File: src/rtl/ermsd_div.sv
// Pipelined restoring divider, one quotient bit per stage, sideband carried along.
// The numerator bits above Q_W must be below the divisor; no package use.
module ermsd_div #(
  parameter int NUM_W = 32,
  parameter int DEN_W = 16,
  parameter int Q_W   = 16,
  parameter int SB_W  = 1
) (
  input  logic             clk,
  input  logic             rst,
  input  logic             en,
  input  logic             in_valid,
  input  logic [NUM_W-1:0] num,
  input  logic [DEN_W-1:0] den,
  input  logic [SB_W-1:0]  in_side,
  output logic             out_valid,
  output logic [Q_W-1:0]   quot,
  output logic [SB_W-1:0]  out_side
);
  logic             vld [0:Q_W];
  logic [DEN_W-1:0] rem [0:Q_W];
  logic [Q_W-1:0]   qn  [0:Q_W];
  logic [DEN_W-1:0] dv  [0:Q_W];
  logic [SB_W-1:0]  sb  [0:Q_W];

  assign vld[0] = in_valid;
  assign rem[0] = DEN_W'(num >> Q_W);
  assign qn[0]  = num[Q_W-1:0];
  assign dv[0]  = den;
  assign sb[0]  = in_side;

  for (genvar i = 0; i < Q_W; i++) begin : g_stage
    logic [DEN_W:0] pre;
    logic           ge;
    assign pre = {rem[i], qn[i][Q_W-1]};
    assign ge  = pre >= {1'b0, dv[i]};

    always_ff @(posedge clk) begin
      if (rst) begin
        vld[i+1] <= 1'b0;
      end else if (en) begin
        vld[i+1] <= vld[i];
      end
    end

    always_ff @(posedge clk) begin
      if (en) begin
        rem[i+1] <= ge ? DEN_W'(pre - {1'b0, dv[i]}) : DEN_W'(pre);
        qn[i+1]  <= {qn[i][Q_W-2:0], ge};
        dv[i+1]  <= dv[i];
        sb[i+1]  <= sb[i];
      end
    end
  end

  assign out_valid = vld[Q_W];
  assign quot      = qn[Q_W];
  assign out_side  = sb[Q_W];
endmodule

File: config.mk
export PLATFORM = sky130hd
export DESIGN_NAME = ermsd_div
export DESIGN_NICKNAME = d
export VERILOG_FILES = /design/src/rtl/ermsd_div.sv
export SDC_FILE = /design/constraint.sdc
export NUM_CORES = 1
export LEC_CHECK = 0
export BUFFER_PORTS_ARGS = -buffer_cell sky130_fd_sc_hd__buf_2
export CORE_ASPECT_RATIO = 1.5
export CORE_UTILIZATION = 25
export CTS_CLUSTER_SIZE = 24
export DETAILED_ROUTE_END_ITERATION = 16
export PLACE_DENSITY_LB_ADDON = 0.2
export SLEW_MARGIN = 20
export SYNTH_ARGS = -nofsm -noshare
export SYNTH_HDL_FRONTEND = slang
export SYNTH_SLANG_ARGS = --single-unit
File: constraint.sdc
create_clock -name clk -period 8.9 [get_ports clk]
set_input_delay 1.78 -clock clk [delete_from_list [all_inputs] [get_ports clk]]
set_output_delay 1.78 -clock clk [all_outputs]
set_load 0.01 [all_outputs]
### Yosys cells after proc, flatten, opt, wreduce, memory -nomap -nowiden

Cells that the tools add are included.

| word-level totals | value |
|---|---|
| register bits after elaboration | 768 |
| bits in latches | 0 |
| RAM bits | 0 |
| bits in read-only memories | 0 |
| input port bits | 53 |
| output and inout port bits | 18 |
| logic and storage cells | 124 |
| memories kept | 0 |

| cells by class | value |
|---|---|
| add/subtract/negate cells | 15 |
| multiply operators | 0 |
| div/mod/pow operators | 0 |
| order comparisons | 16 |
| equality and inequality tests | 0 |
| shifts and indexed selects | 0 |
| mux-type cells | 15 |
| bitwise gates (word level) | 0 |
| reductions and logical operators | 0 |

Operators by type and width:

| operator | number |
|---|---|
| >= comparator 17 x 16 -> 1 bit | 16 |
| two-way mux 16 bit | 15 |
| subtractor 16 bit | 15 |

### Longest topological paths before layout

| depth | value |
|---|---|
| word-level depth | 2 |
| gate-level depth with buffers | 13 |
| mapped depth without buffers | 11 |

### Least setup slack after synthesis

OpenSTA, ideal clock, no wires.

| timing path | value |
|---|---|
| path type | input to register |
| start point | input den[8] |
| end point | register rem, in the netlist g_stage[1].pre[5], data pin |
| setup time | 0.260 ns |
| arrival | 3.943 ns |
| slack | 4.697 ns |
| cell stages on the path | 10 |
| buffers on the path | 1 |
| cells stage by stage | inv_1 ha_1 a21o_1 o21bai_1 or3_1 o2111ai_1 a21oi_1 o31ai_1 buf_2 mux2_2 |

| on the way | value |
|---|---|
| cells in the longest elaborated chain, start to end | 2 |

RTL lines:

| what | RTL line | text |
|---|---|---|
| start, declared | 14 | `input logic [DEN_W-1:0] den,` |
| >= comparator 17 x 16 -> 1 bit | 36 | `assign ge = pre >= {1'b0, dv[i]};` |
| two-way mux 16 bit | 48 | `rem[i+1] <= ge ? DEN_W'(pre - {1'b0, dv[i]}) : DEN_W'(pre);` |
| end signal, assigned by index | 48 |  |
| end, declared | 21 | `logic [DEN_W-1:0] rem [0:Q_W];` |

No other way between the ends.
A chain may end at the register's enable or synchronous reset.

### Worst setup path after layout

| timing path | value |
|---|---|
| start point | register dv[81] (netlist bit) |
| end point | register rem, in the netlist g_stage[12].pre[10], data pin |

| on the way | value |
|---|---|
| cells in the longest elaborated chain, start to end | 2 |

RTL lines:

| what | RTL line | text |
|---|---|---|
| start, declared | 23 | `logic [DEN_W-1:0] dv [0:Q_W];` |
| start signal, assigned by index | 50 | `dv[i+1] <= dv[i];` |
| subtractor 16 bit or >= comparator 17 x 16 -> 1 bit (tied branches) | 48, 36 |  |
| two-way mux 16 bit (*) | 48 |  |

Every way passes the cells marked *; elsewhere a longest branch is shown, timed or not.

==> metrics <==
status=finished clean; Layout area overhead=14.4%; kind of critical path=flip-flop to flip-flop; global placement routability congestion=roughly 0.86; Final HPWL DP=about 55,000 µm; ANT nets after route=0; buffer and inverter count on the worst path=1; Synth cell types=83; DP Worst Slack=between 3 and 4 ns; die height=slightly below 500 µm; Final nets=around 3,400; core footprint=approximately 0.15 mm²; Seq/Total Area, Yosys=59.8%; total track usage=under 10%; unrepaired setup endpoints after global routing=no; commonest non-fill, non-tap cell in the layout=edfxtp_1; CTS tree=built; top-area cell type share of the netlist area=around 59%; cells after synthesis=~3,000; Slowest-stage cell, CP=and2_1; post-synthesis net count=around 3,300; Hold Vio Cnt, Final=0; CTS resizes=0; CP top delay family=compound AO/OA/AOI/OAI gates; first-pass GRT wire length=about 120,000 µm; synthesis-stage register bit count=768; Die X=roughly 320 µm; routed len/inst=around 15 µm; Setup crit start kind=flip-flop; DRT iter0 DRCs=roughly 880; Max-Cap Viols=0; crit-path cells=inv_1, ha_1, nor2b_1, o31a_1, o31ai_1, a21oi_1, o21a_1, o221ai_2, and2_1, mux2_2; Primary FF master, synth=edfxtp_1; Die Area=roughly 0.15 mm²; Setup-failing EPs final=0; worst skew pair latency=approximately 0.70 ns; Initial Util=25.2%; clk buf depth=3; I/O Pins=71; Leak Pwr=between 15 and 20 nW; Syn Std Cell Area=0.0383 mm²; Worst Hold Class=flip-flop to flip-flop; Residual DRC=0; worst setup margin=~4.8 ns; max_slew headroom=33.3%; Via density=between 4 and 5; Overflow after GRT=0; vias in the first global route=23,896; Mean Syn Cell Area=13.0 µm²; Yosys warning count=0; via count=between 20,000 and 25,000; Root Buffer=clkbuf_16; period utilization=46.6%; share of cells above drive strength 1=12.6%; drt pass-1 iters=5; clk sinks=around 770; Routed WL=75,900 µm; Cell Rows=175; Inserted Clock Buffers=87; PwrDens=330 mW/mm²; top fanout value on the critical path=16; Ant. Diodes=0; largest cells by area after synthesis=edfxtp_1, ha_1, mux2_2; largest net degree at the start of global routing=between 150 and 200; fin. max-slew vios=0; PortBufs=70; commonest non-fill, non-tap cells in the layout=edfxtp_1, inv_1, ha_1, nor2_1, nand2_1; Post-Route Setup TNS=0 ns; Synth async-reset ratio=0%; Filler cells=between 15,000 and 20,000; Setup Fix Bufs, Post-CTS=0; Crit. End Element=flip-flop; Worst-path clk slew=approximately 0.06 ns; critical path required time=a little over 9 ns; Min Clock Period, post-route=4.15 ns; CP max stage delay=approximately 0.7 ns; crit path DAT=~4.6 ns; post-cts hold buffer count=0; Min Hold Slack=0.394 ns; H-tree levels=3; Max VDD drop=between 0.0001 and 0.00015 V; largest area contributor in the netlist=edfxtp_1; antenna violations before repair=1; FMAX=approximately 0.24 GHz; EDFF count, synth=around 750; Slew @ Worst Pin=1.00 ns; Worst Skew=between 0.02 and 0.03 ns
-- cell usage after synthesis, types with 9 or more instances --
library cell	number
o31ai_1	24
o21ai_0	152
mux2i_1	44
a31oi_1	16
buf_4	25
dfxtp_1	16
o31a_1	19
fa_1	15
a21oi_1	140
nor3_1	59
ha_1	256
clkbuf_1	16
o21bai_1	17
nor2b_1	39
nand4_1	33
inv_1	314
and2_1	9
mux2_2	151
nor2_1	165
a21o_1	48
a211oi_1	17
nand2b_1	33
nand2_1	153
nand3_1	45
edfxtp_1	752
or3_1	19
xor2_1	49
o211ai_1	15
o21a_1	43
xnor2_1	112
-- state kept, by name (all words and copies together), names as in the netlist --
signal / count
g_stage.pre: 255
dv: 240
qn: 225
quot: 16
sb: 15
vld: 15
out_side: 1
out_valid: 1
-- worst reg2reg max path, stage by stage, from the launching register on --
cell and delay [ns]:
edfxtp_1 0.41, inv_1 0.06, ha_1 0.29, nor2b_1 0.16, o31a_1 0.28, o31ai_1 0.56, a21oi_1 0.25, o21a_1 0.27
o221ai_2 0.48, and2_1 0.71, mux2_2 0.42
-- per-stage QoR --
stage                     std cells  power [mW]  cell area [µm²]  utilization, %
final                          5174        14.4            43800            28.9
after global routing           5174        15.5            43800            28.9
after CTS                      5174        14.7            43800            28.9
after detailed placement       5022        11.1            41100            27.1
after global placement         5022        11.0            41100            27.1
after floorplan                2952        9.72            38300               -
-- worst paths after layout --
kind | to | start | cells after the start | slack, ns
worst min register to register | qn[83] | qn[98] | 0 | 0.39
worst max register to register | g_stage[12].pre[10] | dv[81] | 10 | 4.75
worst min-delay path | qn[83] | qn[98] | 0 | 0.39
worst max-delay path | g_stage[12].pre[10] | dv[81] | 10 | 4.75
-- layout make-up --
type / count / area [µm²] / share of cell area, %
clock buffer: 103 / 2240 / 5.11
clock inverter: 49 / 495 / 1.13
inverter: 314 / 1180 / 2.69
multi-input combinational: 1816 / 13900 / 31.7
sequential: 768 / 22900 / 52.3
tap: 2035 / 2550 / 5.81
timing repair buffer: 89 / 553 / 1.26
-- kinds of logic after synthesis --
| family | synth area share (%) |
|---|---|
| adders and majority gates | 9.15 |
| buffers and inverters | 3.96 |
| DFF | 59.8 |
| AOI/OAI and AO/OA | 9.95 |
| and+or+nand+nor | 7.58 |
| muxes | 5.87 |
| xor gates and xnor gates | 3.68 |
-- report_power, final --
| group | total [mW] | leakage (nW) | switching (mW) | internal [mW] |
|---|---|---|---|---|
| sequential | 5.41 | 7.47 | 0.329 | 5.08 |
| clock | 3.50 | 1.33 | 1.49 | 2.00 |
| combinational | 5.53 | 8.02 | 2.94 | 2.59 |
| total | 14.4 | 16.8 | 4.76 | 9.68 |
-- routing by layer --
| layer | share of wire, % | up-vias | track usage (%) |
|---|---|---|---|
| li1 | - | 11179 | - |
| met1 | 32 | 10658 | 7.98 |
| met2 | 60 | 303 | 21.1 |
| met3 | 3.1 | 187 | 1.69 |
| met4 | 5.1 | 2 | 5.87 |
| met5 | 0.017 | - | 0 |
No activity file was read; power rests on OpenSTA's default activity.
