`src/rtl/ermsd_pkg.sv`:
```
// Shared types and constants for the eRMSD pair G-vector deviation block.
// No dependencies; the other files, apart from ermsd_if and ermsd_div, refer to it by scoped names.
package ermsd_pkg;

  localparam int VEC_W        = 16;  // Q3.12 input components
  localparam int CUT_W        = 15;  // unsigned Q3.12 cutoff
  localparam int SQ_W         = 32;  // sum of three squares
  localparam int E_W          = 16;  // floor length
  localparam int ANG_W        = 16;  // phase, pi/65536 units
  localparam int CORDIC_STEPS = 16;
  localparam int CW           = 27;  // CORDIC datapath, Q24 signed
  localparam int ZW           = 18;  // CORDIC residual angle
  localparam int AMP_W        = 27;  // c*sin/e quotient
  localparam int T_W          = 29;  // c*(1+cos) >> 12
  localparam int OUT_W        = 32;

  localparam logic [CUT_W-1:0]    CUT_RESET = 15'd9830;
  localparam logic signed [CW-1:0] K24      = 27'sd10188014;
  localparam logic [28:0]          INV_PI   = 29'd341782638;
  localparam logic [ANG_W-1:0]     QUARTER  = 16'd32768;

  localparam logic [14:0] ATAN_TAB [CORDIC_STEPS] = '{
    15'd16384, 15'd9672, 15'd5110, 15'd2594, 15'd1302, 15'd652, 15'd326, 15'd163,
    15'd81, 15'd41, 15'd20, 15'd10, 15'd5, 15'd3, 15'd1, 15'd1
  };

  typedef logic [CUT_W-1:0] cut_t;

  typedef struct packed {
    logic signed [VEC_W-1:0] vec_x;
    logic signed [VEC_W-1:0] vec_y;
    logic signed [VEC_W-1:0] vec_z;
    logic signed [VEC_W-1:0] ref_gx;
    logic signed [VEC_W-1:0] ref_gy;
    logic signed [VEC_W-1:0] ref_gz;
    logic signed [VEC_W-1:0] ref_gw;
  } in_t;

  typedef struct packed {
    logic [OUT_W-1:0] sq_deviation;
    logic             within_cutoff;
  } out_t;

endpackage

```
`src/rtl/ermsd_cordic.sv`:
```
// Pipelined rotation-mode CORDIC, one micro-rotation per stage, Q24 cos and sin.
// Depends on ermsd_pkg for the gain, the arctangent table and widths.
module ermsd_cordic #(
  parameter int SB_W = 1
) (
  input  logic                              clk,
  input  logic                              rst,
  input  logic                              en,
  input  logic                              in_valid,
  input  logic [ermsd_pkg::ANG_W-1:0]       angle,
  input  logic [SB_W-1:0]                   in_side,
  output logic                              out_valid,
  output logic signed [ermsd_pkg::CW-1:0]   cs,
  output logic signed [ermsd_pkg::CW-1:0]   sn,
  output logic [SB_W-1:0]                   out_side
);
  localparam int N  = ermsd_pkg::CORDIC_STEPS;
  localparam int CW = ermsd_pkg::CW;
  localparam int ZW = ermsd_pkg::ZW;

  logic                 vld [0:N];
  logic signed [CW-1:0] x   [0:N];
  logic signed [CW-1:0] y   [0:N];
  logic signed [ZW-1:0] z   [0:N];
  logic [SB_W-1:0]      sb  [0:N];

  assign vld[0] = in_valid;
  assign x[0]   = ermsd_pkg::K24;
  assign y[0]   = '0;
  assign z[0]   = $signed(ZW'(angle));
  assign sb[0]  = in_side;

  for (genvar i = 0; i < N; i++) begin : g_stage
    logic signed [CW-1:0] xs;
    logic signed [CW-1:0] ys;
    logic signed [ZW-1:0] at;
    logic                 up;
    assign xs = x[i] >>> i;
    assign ys = y[i] >>> i;
    assign at = $signed(ZW'(ermsd_pkg::ATAN_TAB[i]));
    assign up = !z[i][ZW-1];

    always_ff @(posedge clk) begin
      if (rst) begin
        vld[i+1] <= 1'b0;
      end else if (en) begin
        vld[i+1] <= vld[i];
      end
    end

    always_ff @(posedge clk) begin
      if (en) begin
        x[i+1]  <= up ? x[i] - ys : x[i] + ys;
        y[i+1]  <= up ? y[i] + xs : y[i] - xs;
        z[i+1]  <= up ? z[i] - at : z[i] + at;
        sb[i+1] <= sb[i];
      end
    end
  end

  assign out_valid = vld[N];
  assign cs        = x[N];
  assign sn        = y[N];
  assign out_side  = sb[N];
endmodule

```
`config.mk`:
```
export PLATFORM = sky130hd
export DESIGN_NAME = ermsd_cordic
export DESIGN_NICKNAME = d
export VERILOG_FILES = /design/src/rtl/ermsd_pkg.sv /design/src/rtl/ermsd_cordic.sv
export SDC_FILE = /design/constraint.sdc
export NUM_CORES = 2
export LEC_CHECK = 0
export BUFFER_PORTS_ARGS = -buffer_cell sky130_fd_sc_hd__buf_2
export CAP_MARGIN = 15
export CORE_MARGIN = 1
export CORE_UTILIZATION = 55
export CTS_CLUSTER_SIZE = 8
export DETAILED_ROUTE_END_ITERATION = 8
export PLACE_DENSITY = 0.77
export SLEW_MARGIN = 0
export SYNTH_ARGS = -nofsm -noshare
export SYNTH_HDL_FRONTEND = slang
export SYNTH_SLANG_ARGS = --single-unit
export TNS_END_PERCENT = 10
```
`constraint.sdc`:
```
create_clock -name clk -period 6.3 [get_ports clk]
set_clock_uncertainty 0.05 [all_clocks]
set_input_delay 1.575 -clock clk [delete_from_list [all_inputs] [get_ports clk]]
set_output_delay 1.575 -clock clk [all_outputs]
set_load 0.1 [all_outputs]
```
==> Word-level counts from Yosys, hierarchy flattened <==
Cells that the tools add are included.
{ "classes": {"n_addsub": 85, "n_mux": 44} }
{ "ops": {"columns": ["op", "count"], "rows": [
  ["two-way mux 27 bit", 28],
  ["two-way mux 18 bit", 14],
  ["adder 27 x 12 -> 27 bit", 2],
  ["adder 27 x 13 -> 27 bit", 2],
  ["adder 27 x 14 -> 27 bit", 2],
  ["adder 27 x 15 -> 27 bit", 2],
  ["adder 27 x 16 -> 27 bit", 2],
  ["adder 27 x 17 -> 27 bit", 2],
  ["adder 27 x 18 -> 27 bit", 2],
  ["adder 27 x 19 -> 27 bit", 2],
  ["adder 27 x 20 -> 27 bit", 2],
  ["adder 27 x 21 -> 27 bit", 2],
  ["adder 27 x 22 -> 27 bit", 2],
  ["adder 27 x 23 -> 27 bit", 2],
  ["adder 27 x 24 -> 27 bit", 2],
  ["subtractor 27 x 12 -> 27 bit", 2],
  ["subtractor 27 x 13 -> 27 bit", 2],
  ["subtractor 27 x 14 -> 27 bit", 2],
  ["subtractor 27 x 15 -> 27 bit", 2],
  ["subtractor 27 x 16 -> 27 bit", 2],
  ["subtractor 27 x 17 -> 27 bit", 2],
  ["subtractor 27 x 18 -> 27 bit", 2],
  ["subtractor 27 x 19 -> 27 bit", 2],
  ["subtractor 27 x 20 -> 27 bit", 2],
  ["36 further kinds", 43]
]} }
{ "word_totals": {"out_inout_bits": 56, "register_bits": 1106, "word_cells": 206, "inputBits": 21} }

==> Depth between registers and ports, before layout <==
{ "logic_depth": {"ltp_word": 2, "mapped_depth": 20, "mapped_depth_nobuf": 20} }

==> Worst setup path before layout <==
Ideal clock, no wire load.
{ "synth_path": {"path_type": "flip-flop to flip-flop", "start": "register y (netlist bit g_stage[4].ys[8])", "end": "register x (netlist bit g_stage[5].xs[21]), data pin", "path_buffers": 0, "slack_ns": 2.094, "period_less_slack_ns": 4.206, "arrival_ns": 3.898, "path_stages_with_launch": 17, "t_required_ns": 5.992, "setup_time_ns": 0.258, "path_cell_list": "edfxtp_1 -> nor3_2 -> nand2_1 -> or3_1 -> or4_4 -> o31a_1 -> xor2_1 -> ha_1 -> a21o_1 -> a21o_1 -> a41o_1 -> o31ai_1 -> o31ai_1 -> o21ba_2 -> o21a_1 -> nor2_1 -> xnor2_1"} }
{ "synth_via": {"elab_chain_len": 2, "elab_cells_between_ends": 3, "cone_classes": "add/sub: 2; mux: 1"} }
{ "synth_lines": {"columns": ["item", "line", "text"], "rows": [
  ["from (decl)", "ermsd_cordic.sv:23", "logic signed [CW-1:0] y [0:N];"],
  ["from (signal, indexed assignment)", "ermsd_cordic.sv:54", "y[i+1] <= up ? y[i] + xs : y[i] - xs;"],
  ["subtractor 27 x 23 -> 27 bit / adder 27 x 23 -> 27 bit (equally long branches)", "ermsd_cordic.sv:53", "x[i+1] <= up ? x[i] - ys : x[i] + ys;"],
  ["two-way mux 27 bit *", "ermsd_cordic.sv:53", null],
  ["to (signal, indexed assignment)", "ermsd_cordic.sv:53", null],
  ["to (decl)", "ermsd_cordic.sv:22", "logic signed [CW-1:0] x [0:N];"]
]} }
Every way passes the cells marked *; elsewhere a longest branch is shown, timed or not.
A chain may end at the register's enable or synchronous reset.

==> Worst setup path after layout <==
{ "layout_path": {"start": "register x (netlist bit g_stage[7].xs[4])", "end": "register y (netlist bit g_stage[8].ys[15]), data pin"} }
{ "layout_via": {"elab_chain_len": 2, "elab_cells_between_ends": 3, "cone_classes": "add/sub: 2; mux: 1"} }
{ "layout_lines": {"columns": ["item", "line"], "rows": [
  ["adder 27 x 20 -> 27 bit / subtractor 27 x 20 -> 27 bit (equally long branches)", "ermsd_cordic.sv:54"],
  ["two-way mux 27 bit *", "ermsd_cordic.sv:54"]
]} }
Marks and branches as above.

==> flow_summary_export.csv <==
group,metric,value,unit
status,status,"complete, no violations",
cts,root_buffer_master,"clkbuf_16",
cells_and_area,fin_nets,9546,
synth,ys_ff_latch,1032,
timing,setup_violations,0,
synth,sequential_to_total_area_share_from_yosys_stat,37.1,%
synth,ys_async_sr_fraction,0,%
cells_and_area,layout-drive-gt1-share,4.70,%
route,vias_per_cell,5.98,
timing,hold_viol,0,
min_path,worstHoldPathType,"flip-flop to flip-flop",
cts,clock_path_buffers,3,
worst_setup_path,worst-endpoint-arrival,5.36,ns
cts,ctsHtreeMaxLevel,4,
flow_run,maxCapViolations,0,
worst_setup_path,type_of_the_setup_path_with_the_least_slack,"flip-flop to flip-flop",
worst_setup_path,data_required_time_at_the_worst_endpoint,6.78,ns
cells_and_area,ant_diodes,0,
die,initial_utilization,55.4,%
die,die_y,391,µm
route,top_signal_layer_used,"met4",
route,dr.pass1.iters,6,
cells_and_area,fillerInstances,12309,
synth,post_synth_instance_area,83000,µm²
cells_and_area,layout.area.seq,30800,µm²
die,fp.coreArea,150000,µm²
synth,count_of_different_cell_masters_after_synthesis,92,
synth,synth_enable_flop_cells,1016,
route,routed_wl,200,mm
synth,synth_cells,8437,
global_route,maximum_number_of_pins_on_one_net_before_global_route_repair,156,
timing,final_cycle_utilization_of_the_critical_path,77.5,%
die,chipWidth,391,µm
cts,holdBufCountCts,0,
worst_setup_path,worstSetupStartpointType,"flip-flop",
cts,cts_inserted_buffers,149,
timing,tns,0,ns
timing,finalWorstPathRequiredPeriod,4.88,ns
die,floorplan.rows,142,
place,buffer_ports.inserted,76,
global_route,total_routing_usage_gr,25.9,%
route,met2WireLength,99.8,mm
synth,postSynth.topFlopCell,"edfxtp_1",
route,wire_per_inst,18.9,µm
place,place_hpwl,156,mm
synth,ys.warnings.count,0,
route,drc_errors,0,
cts,postCtsResizedCells,0,
worst_setup_path,crit_path_max_fanout,4,
cts,clock_latency,0.81,ns
cts,clkSlewWorstSetupHoldPaths,0.05,ns
global_route,first_global_vias,62188,
cells_and_area,multi_input_comb_area,49700,µm²
cells_and_area,layout-area-overhead-vs-synth,7.98,%
synth,postSynthNetCount,9466,
global_route,leftover_overflow_at_the_end_of_global_routing,0,
route,detailedRoute.firstIterationViolations,4208,
cts,post_cts.repair.setup_buffers,0,
die,dieArea,153000,µm²
synth,synth.avg_cell_area,9.84,µm²
timing,rsz0062_at_grt,"no",
global_route,first_pass_grt_wire_length,321,mm
timing,maxSlewHeadroom,26.7,%
timing,fmax,0.205,GHz
route,via_count,63233,
timing,worstMarginPinSlew,1.09,ns
cts,cts_tree,"yes",
global_route,grt_antenna_before_repair,0,
die,design.portCount,77,
timing,slew_viol_final,0,
route,antenna_violating_nets_post_route,0,
worst_setup_path,timing.critical_path.to_type,"flip-flop",
cts,clkSinkCount,1032,
place,place.gp.congestion,0.937,
route,met3RoutedLength,9.25,mm
route,met1_length,82.8,mm
critical path: stages, from the launching register on:
cell and delay [ns]:
edfxtp_1 0.47, nor3_1 0.44, and3b_1 0.27, nor4bb_1 0.53, and3b_1 0.35, a21oi_1 0.11, xnor2_1 0.15, ha_1 0.35
nand3_1 0.12, a2111oi_0 0.80, o2111ai_1 0.30, a31oi_1 0.27, a221o_1 0.20, a21oi_1 0.08, xnor2_1 0.14
cells in the mapped netlist (112+ instances only):
| cell type | number | share of area (%) |
|---|---|---|
| o21a_1 | 129 | 1.2 |
| nor3_1 | 216 | 1.3 |
| a31oi_1 | 115 | 0.87 |
| xor2_1 | 401 | 4.2 |
| nand2b_1 | 112 | 0.84 |
| xnor2_1 | 773 | 8.2 |
| a21o_1 | 391 | 3.5 |
| ha_1 | 969 | 15 |
| edfxtp_1 | 1016 | 37 |
| o21ai_0 | 383 | 2.3 |
| o21bai_1 | 114 | 1.0 |
| nor2b_1 | 136 | 1.0 |
| a21oi_1 | 855 | 5.2 |
| nor2_1 | 737 | 3.3 |
| nand2_1 | 400 | 1.8 |
| inv_1 | 427 | 1.9 |
final timing paths:
check                        startpoint                     endpoint  slack [ns]  cells after the start
max          g_stage[7].xs[4]$_DFFE_PP_  g_stage[8].ys[15]$_DFFE_PP_        1.42                     14
min reg2reg            z[108]$_DFFE_PP_              z[90]$_DFFE_PP_        0.36                      0
min                    z[108]$_DFFE_PP_              z[90]$_DFFE_PP_        0.36                      0
max reg2reg  g_stage[7].xs[4]$_DFFE_PP_  g_stage[8].ys[15]$_DFFE_PP_        1.42                     14
through the flow:
step / util, % / instances / hold WS [ns] / worst slack [ns] / cell area, µm²
global route: 59.9 / 10570 / 0.371 / 1.04 / 89600
floorplan: - / 8437 / 0.350 / 2.09 / 83000
detailed placement: 57.0 / 10382 / 0.355 / 1.55 / 85400
finish: 59.9 / 10570 / 0.359 / 1.42 / 89600
CTS: 59.9 / 10570 / 0.361 / 1.52 / 89600
global placement: 57.0 / 10382 / 0.351 / 1.59 / 85400
cells by family after synthesis:
logic type               Yosys count  share of synthesized area (%)
AO/OA/AOI/OAI                   2411                           18.4
AND/OR/NAND/NOR                 2092                           12.2
XOR/XNOR                        1174                           12.4
flip-flops                      1032                           37.1
adder cells (fa/ha/maj)         1008                           15.5
buffers and inverters            612                           3.01
multiplexers                     108                           1.39
layout make-up:
class	count	area share, %
flip-flops and latches	1032	34.4
multi-input cells	6793	55.4
clock buffers	170	4.27
clock inverters	18	0.444
inverters	427	1.79
repair buffers	114	0.865
well taps	2016	2.81
cells in the final DEF, fill, tap and decap left out, drive strengths merged, types with 59 or more instances in the layout:
cell type	instances
o21bai	114
o21ai	394
clkbuf	170
buf	114
nor3	218
nand2	400
nand4	59
nor2	737
a21oi	857
nor2b	136
a21o	391
xor2	401
inv	431
and3	67
nand2b	112
a31oi	115
nand3	92
xnor2	773
edfxtp	1016
o21a	129
ha	969
registers in the layout, summed over array words and instances, names as in the netlist:
name and flops:
out_side 1, y 116, sn 27, vld 15
g_stage.ys 230, out_valid 1, sb 15, z 252
cs 27, g_stage.xs 232, x 116
layer usage:
layer,global-route usage [%],vias up
met3,3.34,467
li1,-,31100
met2,46.5,1676
met1,30.9,29990
met5,0,-
met4,11.2,0
Power is left out: the tool's default activity adds up to more than one toggle a clock period on the data nets, which glitch-free logic cannot reach.
