## config.mk

```make
export PLATFORM = sky130hd
export DESIGN_NAME = ermsd_isqrt
export DESIGN_NICKNAME = d
export VERILOG_FILES = /design/src/rtl/ermsd_pkg.sv /design/src/rtl/ermsd_isqrt.sv
export SDC_FILE = /design/constraint.sdc
export NUM_CORES = 1
export LEC_CHECK = 0
export BUFFER_PORTS_ARGS = -buffer_cell sky130_fd_sc_hd__buf_2
export CAP_MARGIN = 10
export CORE_MARGIN = 4
export CORE_UTILIZATION = 63
export DETAILED_ROUTE_END_ITERATION = 16
export PLACE_DENSITY_LB_ADDON = 0.15
export SLEW_MARGIN = 5
export SYNTH_ARGS = -nofsm -noshare
export SYNTH_HDL_FRONTEND = slang
export SYNTH_SLANG_ARGS = --single-unit
export TNS_END_PERCENT = 5
```

## constraint.sdc

```tcl
create_clock -name clk -period 3.8 [get_ports clk]
set_input_delay 0.38 -clock clk [delete_from_list [all_inputs] [get_ports clk]]
set_output_delay 0.38 -clock clk [all_outputs]
set_load 0.02 [all_outputs]
```

## src/rtl/ermsd_pkg.sv

```systemverilog
// Shared types and constants for the eRMSD pair G-vector deviation block.
// No dependencies; the other files, apart from ermsd_if and ermsd_div, refer to it by scoped names.
package ermsd_pkg;

  localparam int VEC_W        = 16;  // Q3.12 input components
  localparam int CUT_W        = 15;  // unsigned Q3.12 cutoff
  localparam int SQ_W         = 32;  // sum of three squares
  localparam int E_W          = 16;  // floor length
  localparam int ANG_W        = 16;  // phase, pi/65536 units
  localparam int CORDIC_STEPS = 16;
  localparam int CW           = 27;  // CORDIC datapath, Q24 signed
  localparam int ZW           = 18;  // CORDIC residual angle
  localparam int AMP_W        = 27;  // c*sin/e quotient
  localparam int T_W          = 29;  // c*(1+cos) >> 12
  localparam int OUT_W        = 32;

  localparam logic [CUT_W-1:0]    CUT_RESET = 15'd9830;
  localparam logic signed [CW-1:0] K24      = 27'sd10188014;
  localparam logic [28:0]          INV_PI   = 29'd341782638;
  localparam logic [ANG_W-1:0]     QUARTER  = 16'd32768;

  localparam logic [14:0] ATAN_TAB [CORDIC_STEPS] = '{
    15'd16384, 15'd9672, 15'd5110, 15'd2594, 15'd1302, 15'd652, 15'd326, 15'd163,
    15'd81, 15'd41, 15'd20, 15'd10, 15'd5, 15'd3, 15'd1, 15'd1
  };

  typedef logic [CUT_W-1:0] cut_t;

  typedef struct packed {
    logic signed [VEC_W-1:0] vec_x;
    logic signed [VEC_W-1:0] vec_y;
    logic signed [VEC_W-1:0] vec_z;
    logic signed [VEC_W-1:0] ref_gx;
    logic signed [VEC_W-1:0] ref_gy;
    logic signed [VEC_W-1:0] ref_gz;
    logic signed [VEC_W-1:0] ref_gw;
  } in_t;

  typedef struct packed {
    logic [OUT_W-1:0] sq_deviation;
    logic             within_cutoff;
  } out_t;

endpackage

```

## src/rtl/ermsd_isqrt.sv

```systemverilog
// Pipelined integer square root, one result bit per stage, sideband carried along.
// Depends on ermsd_pkg for widths.
module ermsd_isqrt #(
  parameter int SB_W = 1
) (
  input  logic                       clk,
  input  logic                       rst,
  input  logic                       en,
  input  logic                       in_valid,
  input  logic [ermsd_pkg::SQ_W-1:0] sq,
  input  logic [SB_W-1:0]            in_side,
  output logic                       out_valid,
  output logic [ermsd_pkg::E_W-1:0]  root,
  output logic [SB_W-1:0]            out_side
);
  localparam int N  = ermsd_pkg::E_W;
  localparam int RW = N + 2;

  logic                       vld [0:N];
  logic [RW-1:0]              rem [0:N];
  logic [N-1:0]               q   [0:N];
  logic [ermsd_pkg::SQ_W-1:0] s   [0:N];
  logic [SB_W-1:0]            sb  [0:N];

  assign vld[0] = in_valid;
  assign rem[0] = '0;
  assign q[0]   = '0;
  assign s[0]   = sq;
  assign sb[0]  = in_side;

  for (genvar i = 0; i < N; i++) begin : g_stage
    logic [RW+1:0] pre;
    logic [RW+1:0] trial;
    logic          ge;
    assign pre   = {rem[i], s[i][ermsd_pkg::SQ_W-1 -: 2]};
    assign trial = {2'b00, q[i], 2'b01};
    assign ge    = pre >= trial;

    always_ff @(posedge clk) begin
      if (rst) begin
        vld[i+1] <= 1'b0;
      end else if (en) begin
        vld[i+1] <= vld[i];
      end
    end

    always_ff @(posedge clk) begin
      if (en) begin
        rem[i+1] <= ge ? RW'(pre - trial) : RW'(pre);
        q[i+1]   <= {q[i][N-2:0], ge};
        s[i+1]   <= s[i] << 2;
        sb[i+1]  <= sb[i];
      end
    end
  end

  assign out_valid = vld[N];
  assign root      = q[N];
  assign out_side  = sb[N];
endmodule

```

Yosys cells after proc, flatten, opt, wreduce, memory -nomap -nowiden:

Cells that the tools add are included.

* register bits: 663
* input bits: 37
* output and inout port bits: 18
* logic and storage cells: 125

* add/sub/neg operators: 15
* $lt $le $gt $ge: 16
* multiplexer cells: 15

Operator list (count)
* $mux 18: 14
* $ge 20x10->1: 1
* $ge 20x11->1: 1
* $ge 20x12->1: 1
* $ge 20x13->1: 1
* $ge 20x14->1: 1
* $ge 20x15->1: 1
* $ge 20x16->1: 1
* $ge 20x17->1: 1
* $ge 20x3->1: 1
* $ge 20x4->1: 1
* $ge 20x5->1: 1
* $ge 20x6->1: 1
* $ge 20x7->1: 1
* $ge 20x8->1: 1
* $ge 20x9->1: 1
* $sub 18x10->18: 1
* $sub 18x11->18: 1
* $sub 18x12->18: 1
* $sub 18x13->18: 1
* $sub 18x14->18: 1
* $sub 18x15->18: 1
* $sub 18x16->18: 1
* $sub 18x3->18: 1
* 9 further kinds: 9

Depth between registers and ports, before layout:

Gate-level depths: netlist (run 1).

* depth in word-level cells: 2
* mapped depth: 12
* gate-level depth less buffers: 10

Worst setup path after synthesis (run 1):

No wires, ideal clock.

* path kind: reg-to-reg
* start point: register rem (netlist bit g_stage[13].pre[2])
* end point: register rem (netlist bit g_stage[14].pre[12]), data pin
* library setup time: 0.260 ns
* arrival: 2.418 ns
* required time: 3.540 ns
* path slack: 1.122 ns
* stages on the path, launching flop included: 9
* buffers on the path: 1
* period minus slack after synthesis: 2.678 ns
* path through: edfxtp_1 ha_1 nor2b_1 o21a_1 o21ai_0 nand4_1 a21oi_2 buf_2 mux2_2

* cells in the longest elaborated chain, start to end: 2
* elaborated cells on any way between the ends: 3
* classes of those cells: add/sub: 1; order compare: 1; mux: 1

Ends and longest elaborated chain
* start: declaration: RTL line ermsd_isqrt.sv:20 `logic [RW-1:0] rem [0:N];`
* start signal: indexed assignment: RTL line ermsd_isqrt.sv:49 `rem[i+1] <= ge ? RW'(pre - trial) : RW'(pre);`
* $sub 18x15->18 or $ge 20x15->1 (tied branches): RTL line ermsd_isqrt.sv:49, ermsd_isqrt.sv:37
* $mux 18 (*): RTL line ermsd_isqrt.sv:49

Every way passes the cells marked *; elsewhere a longest branch is shown, timed or not.
A chain may end at the register's enable or synchronous reset.

Worst setup path after layout (run 1):

* start point: register rem (netlist bit g_stage[11].pre[2])
* end point: register rem (netlist bit g_stage[12].pre[17]), data pin

* cells in the longest elaborated chain, start to end: 2
* elaborated cells on any way between the ends: 3
* classes of those cells: add/sub: 1; order compare: 1; mux: 1

Ends and longest elaborated chain (RTL line)
* $sub 18x13->18 or $ge 20x13->1 (tied branches): ermsd_isqrt.sv:49, ermsd_isqrt.sv:37
* $mux 18 (*): ermsd_isqrt.sv:49

Marks and branches as above.

==> results of run 1 <==
==> per-stage QoR <==
step                      total power, W  cells
after global routing              0.0197   3083
after floorplan                   0.0112   2264
after CTS                         0.0190   3083
final                             0.0188   3083
after global placement            0.0118   2921
after detailed placement          0.0120   2921
==> flip-flops by register name, summed over array words and instances (netlist names) <==
name / cells
g_stage.pre: 280
g_stage.trial: 120
out_side: 1
out_valid: 1
root: 16
s: 210
sb: 15
vld: 15
==> cells in the mapped netlist (all sizes together) (12+ instances only) <==
cell    instances  area share, %
xnor2          93            2.7
nand2         110            1.4
ha            153            6.3
or3            26           0.54
o21a           37           0.92
o31ai          21           0.52
nand2b         23           0.47
nor2b          18           0.37
nor3           66            1.1
a21oi         117            1.9
or2            12           0.25
o21ai          92            1.5
edfxtp        642             64
buf            17           0.28
mux2           38            1.4
nand3          35           0.58
a21o           34           0.84
dfxtp          16            1.1
nor2          150            1.9
mux2i          22           0.73
and3           12           0.25
clkbuf         19           0.24
nor4           32           0.77
o211ai         19           0.47
nand4          28           0.58
xor2           84            2.4
inv           189            2.3
a211oi         23           0.59
==> layer usage <==
| metal | wire length, um | share of wire [%] | track usage (%) |
|---|---|---|---|
| met5 | 0 | 0 | 0 |
| met4 | 1290 | 2.3 | 7.03 |
| met3 | 3030 | 5.5 | 3.73 |
| met2 | 27600 | 50 | 37.3 |
| met1 | 23300 | 42 | 28.3 |
==> layout make-up <==
class | count | share of cell area (%)
Multi-Input combinational cell | 1381 | 28.8
Inverter | 189 | 2.08
Clock inverter | 47 | 1.67
Clock buffer | 84 | 5.37
Sequential cell | 658 | 57.3
Timing Repair Buffer | 109 | 2.55
Tap cell | 615 | 2.25
==> final timing paths <==
path / start / cells past startpoint / end
worst max-delay path: g_stage[11].pre[2] / 7 / g_stage[12].pre[17]
worst min-delay path: in_valid / 3 / vld[15]
worst max register to register: g_stage[11].pre[2] / 7 / g_stage[12].pre[17]
worst min register to register: s[501] / 0 / s[471]
==> logic make-up after synthesis <==
family	synth area share [%]
XOR/XNOR	5.12
AND/OR/NAND/NOR	9.54
AO/OA/AOI/OAI	9.32
other	0.0124
multiplexers	2.14
adder cells (fa/ha/maj)	6.32
flip-flops	64.7
buffers and inverters	2.86
==> power by group through the flow <==
stage | logic (W) | clock network, W | registers (W)
after global placement | 0.00243 | 0 | 0.00941
after global routing | 0.00289 | 0.00747 | 0.00936
final | 0.00258 | 0.00696 | 0.00930
after floorplan | 0.00187 | 0 | 0.00928
after CTS | 0.00256 | 0.00710 | 0.00930
after detailed placement | 0.00251 | 0 | 0.00944
==> worst register-to-register path, delay by kind of cell, from the launching register on <==
family | cells | cell delay (ps)
adders and majority gates | 1 | 380
AOI/OAI and AO/OA | 2 | 740
DFF | 1 | 410
xor gates and xnor gates | 1 | 150
and+or+nand+nor | 3 | 1330
==> repair_timing <==
item,in CTS,in global routing
hold endpoints to repair,31,0
hold buffers,31,0
setup endpoints to repair,0,0
==> flow_summary_export.csv, run 1 <==
group,metric,value,unit
critical_path,startpoint_type,"flop",
cts,post_cts_buffers,0,
final_layout,n_antenna_cell,0,
routing,postRouteAntennaNets,0,
critical_path,crit_path_end_kind,"flop",
yosys,synth.distinct_cells,83,
place,post_dp_cell_area,0.0315,mm2
cts,clock-sinks,658,
critical_path,path_class,"reg2reg",
final_layout,layout_common_cells,"edfxtp_1 (642), inv_1 (187), ha_1 (153)",
cts,insertion_delay,610,ps
yosys,seq_area_frac_synth,64.7,%
global_route,grt_max_degree,102,
floorplanning,fp.dieW,227,um
global_route,grt_pass1_wl,89600,um
routing,via_per_inst,5.83,
cts,cts_buffers,71,
final_layout,layout.cells.most_common,"edfxtp_1",
floorplanning,pin_count,55,
sta,post-route-period-util,86.3,%
final_layout,drive_above_1_share,10.8,%
yosys,synth-edff-count,642,
pwr,swShare,25.3,%
final_layout,fillers,3106,
floorplanning,start_util,63.6,%
hold_path,min_path_type,"in2reg",
sta,skew,21.0,ps
floorplanning,num_rows,80,
sta,max-slew-margin-rel,24.8,%
final_layout,syn_to_final_growth,12.9,%
place,dp_hpwl,37000,um
cts,cts_tree,"built",
critical_path,slowest_stage,"nor4bb_1",
cts,cts.path.max_buffers,3,
sta,tns,0,ps
place,place.port_buffers,54,
place,globalplace.congestion,0.918,
routing,drc,0,
pwr,p_seq_share,49.3,%
critical_path,path_max_fanout,26,
job,drv_cap,0,
sta,fmax,0.305,GHz
sta,finalMaxSlewViolations,0,
critical_path,crit_family,"simple AND/OR/NAND/NOR gates",
yosys,synth_cells,2264,
sta,grt_setup_unrepaired,"false",
global_route,antenna_found_initial,0,
final_layout,final_cell_area,0.0342,mm2
place,pre_cts_slack,600,ps
cts,htree_levels,3,
sta,finalCriticalPeriod,3280,ps
status,status,"finished clean",
pwr,p_int,0.0141,W
routing,first_iter_violations,1363,
sta,max_slew.worst_pin.slew,1120,ps
routing,vias,18000,
sta,holdWs,32.4,ps
critical_path,r2r_setup_slack,520,ps
critical_path,crit_arrival,3610,ps
pwr,power_frac_clock,36.9,%
yosys,syn-num-nets,2454,
cts,root_buffer,"clkbuf_16",
sta,hold_viol_final,0,
global_route,globalRouteTotalUtil,21.6,%
critical_path,crit_chain,"ha_1 > nor2b_1 > o2111ai_1 > nor4bb_1 > o311ai_4 > nor4b_1 > xor2_1",
yosys,ys_async_sr_fraction,0,%
yosys,syn_area_per_cell,13.4,um2
pwr,p_switching,0.00476,W
floorplanning,die_h,227,um
routing,wl,55200,um
pwr,p_leak,13.2,nW
final_layout,multi_input_comb_area,0.00983,mm2
floorplanning,die-area,0.0517,mm2
critical_path,cp_data_required_time,4130,ps
yosys,ys_warn_count,0,
critical_path,worst-path-buf-inv,0,
yosys,ys_ff_latch,658,
global_route,gr-total-overflow,0,
yosys,synth_flop_cell,"edfxtp_1",
pwr,p_comb_share,13.7,%
cts,path_clk_slew,60,ps
pwr,power_density,551,mW/mm2
routing,wire_per_inst,17.9,um
sta,finalWorstSetupSlack,519,ps
global_route,grt_pass1_vias,17800,
sta,finalSetupViolCount,0,
final_layout,regArea,0.0196,mm2
routing,first_pass_iters,5,
final_layout,nets,2600,
floorplanning,coreArea,0.0476,mm2
critical_path,slowest_delay,830,ps
yosys,syn_area,0.0303,mm2
pwr,irDropWorstVdd,0.000466,V
final_layout,fin_util,71.8,%
cts,cts_resized,0,
(Power assumes the default switching activity.)
==> inputs of run 2 (changes only) <==
--- a/config.mk
+++ b/config.mk
@@ -10,7 +10,7 @@
 export CORE_MARGIN = 4
 export CORE_UTILIZATION = 63
 export DETAILED_ROUTE_END_ITERATION = 16
-export PLACE_DENSITY_LB_ADDON = 0.15
+export PLACE_DENSITY = 0.8
 export SLEW_MARGIN = 5
 export SYNTH_ARGS = -nofsm -noshare
 export SYNTH_HDL_FRONTEND = slang
==> run 2 against run 1 <==
Critical path depth grew 1. Register-to-register slack gained 30 ps. Sequential share of layout area grew 0.16 points. Sequential cell count is the same. Global-route usage grew 1.1 points. Cell count shrank 0.26%. Utilization shrank 0.20 points. Hold slack gained 33 ps. Die area is the same. Sequential power is essentially flat. Critical endpoint is now g_stage[12].pre[14].
==> flow_summary_export.csv, run 2 (same netlist as run 1, synthesis figures left out) <==
group,metric,value,unit
critical_path,path_class,"reg2reg",
global_route,grt_max_degree,102,
global_route,globalRouteTotalUtil,22.8,%
floorplanning,num_rows,80,
floorplanning,die-area,0.0517,mm2
floorplanning,coreArea,0.0476,mm2
sta,tns,0,ps
cts,htree_levels,3,
sta,skew,35.4,ps
final_layout,layout.cells.most_common,"edfxtp_1",
cts,path_clk_slew,60,ps
job,drv_cap,0,
place,dp_hpwl,38200,um
routing,first_pass_iters,5,
critical_path,worst-path-buf-inv,1,
sta,finalMaxSlewViolations,0,
pwr,fin_total_pwr,0.0187,W
global_route,grt_pass1_wl,94000,um
final_layout,nets,2599,
cts,cts_tree,"built",
final_layout,syn_to_final_growth,12.5,%
floorplanning,die_h,227,um
place,post_dp_cell_area,0.0315,mm2
final_layout,drive_above_1_share,10.3,%
sta,max-slew-margin-rel,23.5,%
cts,insertion_delay,620,ps
routing,wl,58000,um
critical_path,path_max_fanout,26,
cts,cts_buffers,69,
hold_path,min_path_type,"in2reg",
critical_path,crit_chain,"ha_1 > nor2b_1 > o2111ai_1 > nor4bb_1 > buf_4 > o311ai_4 > o211ai_1 > o32a_1",
cts,cts_resized,0,
cts,cts.path.max_buffers,3,
place,globalplace.congestion,0.898,
critical_path,slowest_delay,950,ps
sta,post-route-period-util,85.6,%
place,place.port_buffers,54,
critical_path,cp_data_required_time,4140,ps
sta,grt_setup_unrepaired,"false",
global_route,grt_pass1_vias,18300,
final_layout,layout_common_cells,"edfxtp_1 (642), inv_1 (187), ha_1 (153)",
pwr,irDropWorstVdd,0.000492,V
sta,fmax,0.307,GHz
routing,first_iter_violations,1302,
final_layout,fillers,3028,
routing,vias,18300,
global_route,gr-total-overflow,0,
cts,clock-sinks,658,
global_route,antenna_found_initial,0,
critical_path,crit_family,"compound AO/OA/AOI/OAI gates",
floorplanning,fp.dieW,227,um
floorplanning,start_util,63.6,%
routing,postRouteAntennaNets,0,
routing,drc,0,
cts,post_cts_buffers,0,
critical_path,crit_arrival,3600,ps
routing,via_per_inst,5.95,
cts,root_buffer,"clkbuf_16",
final_layout,final_cell_area,0.0341,mm2
final_layout,largest_reg_flops,280,
final_layout,n_antenna_cell,0,
pwr,p_leak,13.1,nW
cts,cts_hold_buf,32,
sta,max_slew.worst_pin.slew,1140,ps
sta,hold_viol_final,0,
floorplanning,pin_count,55,
pwr,power_density,550,mW/mm2
sta,finalCriticalPeriod,3250,ps
critical_path,slowest_stage,"o311ai_4",
routing,wire_per_inst,18.9,um
critical_path,startpoint_type,"flop",
status,status,"finished clean",
sta,finalSetupViolCount,0,
critical_path,crit_path_end_kind,"flop",
run 2: changes by cell type in the layout (fill, tap and decap cells not counted), moves of 2 or more:
| cell | change |
|---|---|
| clkbuf_1 | -2 |
| clkinv_2 | -7 |
| clkinv_4 | -3 |
| clkinv_1 | +6 |
| inv_6 | -2 |
run 2: layout make-up:
type / count / area, um2 / area share, %
inverters: 189 / 709 / 2.08
well taps: 615 / 769 / 2.26
repair buffers: 110 / 868 / 2.55
clock inverters: 42 / 520 / 1.53
flip-flops and latches: 658 / 19600 / 57.5
clock buffers: 80 / 1790 / 5.25
multi-input cells: 1381 / 9830 / 28.8
run 2: power by group:
group          internal (W)  switching (W)  total (W)  leakage (nW)
clock network       0.00397        0.00286    0.00684          1.11
logic               0.00113        0.00147    0.00260          5.70
registers           0.00887       0.000430    0.00930          6.28
total                0.0140        0.00476     0.0187          13.1
run 2: worst register-to-register path, cell delays in order (launching register included):
cell and delay (ps):
edfxtp_1 390, ha_1 370, nor2b_1 220, o2111ai_1 180, nor4bb_1 180, buf_4 160
o311ai_4 950, o211ai_1 200, o32a_1 330
run 2: final timing paths:
check	slack, ps	startpoint	depth (start not counted)	to
setup / recovery	550	g_stage[11].pre[2]	8	g_stage[12].pre[14]
hold reg to reg	410	sb[11]	0	sb[10]
hold / removal	70	sq[31]	2	g_stage[1].trial[2]
setup reg to reg	550	g_stage[11].pre[2]	8	g_stage[12].pre[14]
run 2: per-stage QoR:
| stage | hold WS, ps | setup WS [ps] | util (%) | std cells |
|---|---|---|---|---|
| after floorplan | 400 | 1120 | - | 2264 |
| after global placement | 400 | 690 | 66.0 | 2921 |
| after detailed placement | 405 | 623 | 66.0 | 2921 |
| after CTS | 14.6 | 568 | 71.5 | 3075 |
| after global routing | 55.7 | 341 | 71.5 | 3075 |
| final | 65.0 | 546 | 71.5 | 3075 |
run 2: layer usage:
layer	up-vias	track usage, %	wire [um]
li1	8763	-	-
met1	8867	29.8	24400
met2	526	39.2	29200
met3	131	3.97	2640
met4	0	7.48	1660
met5	-	0	0
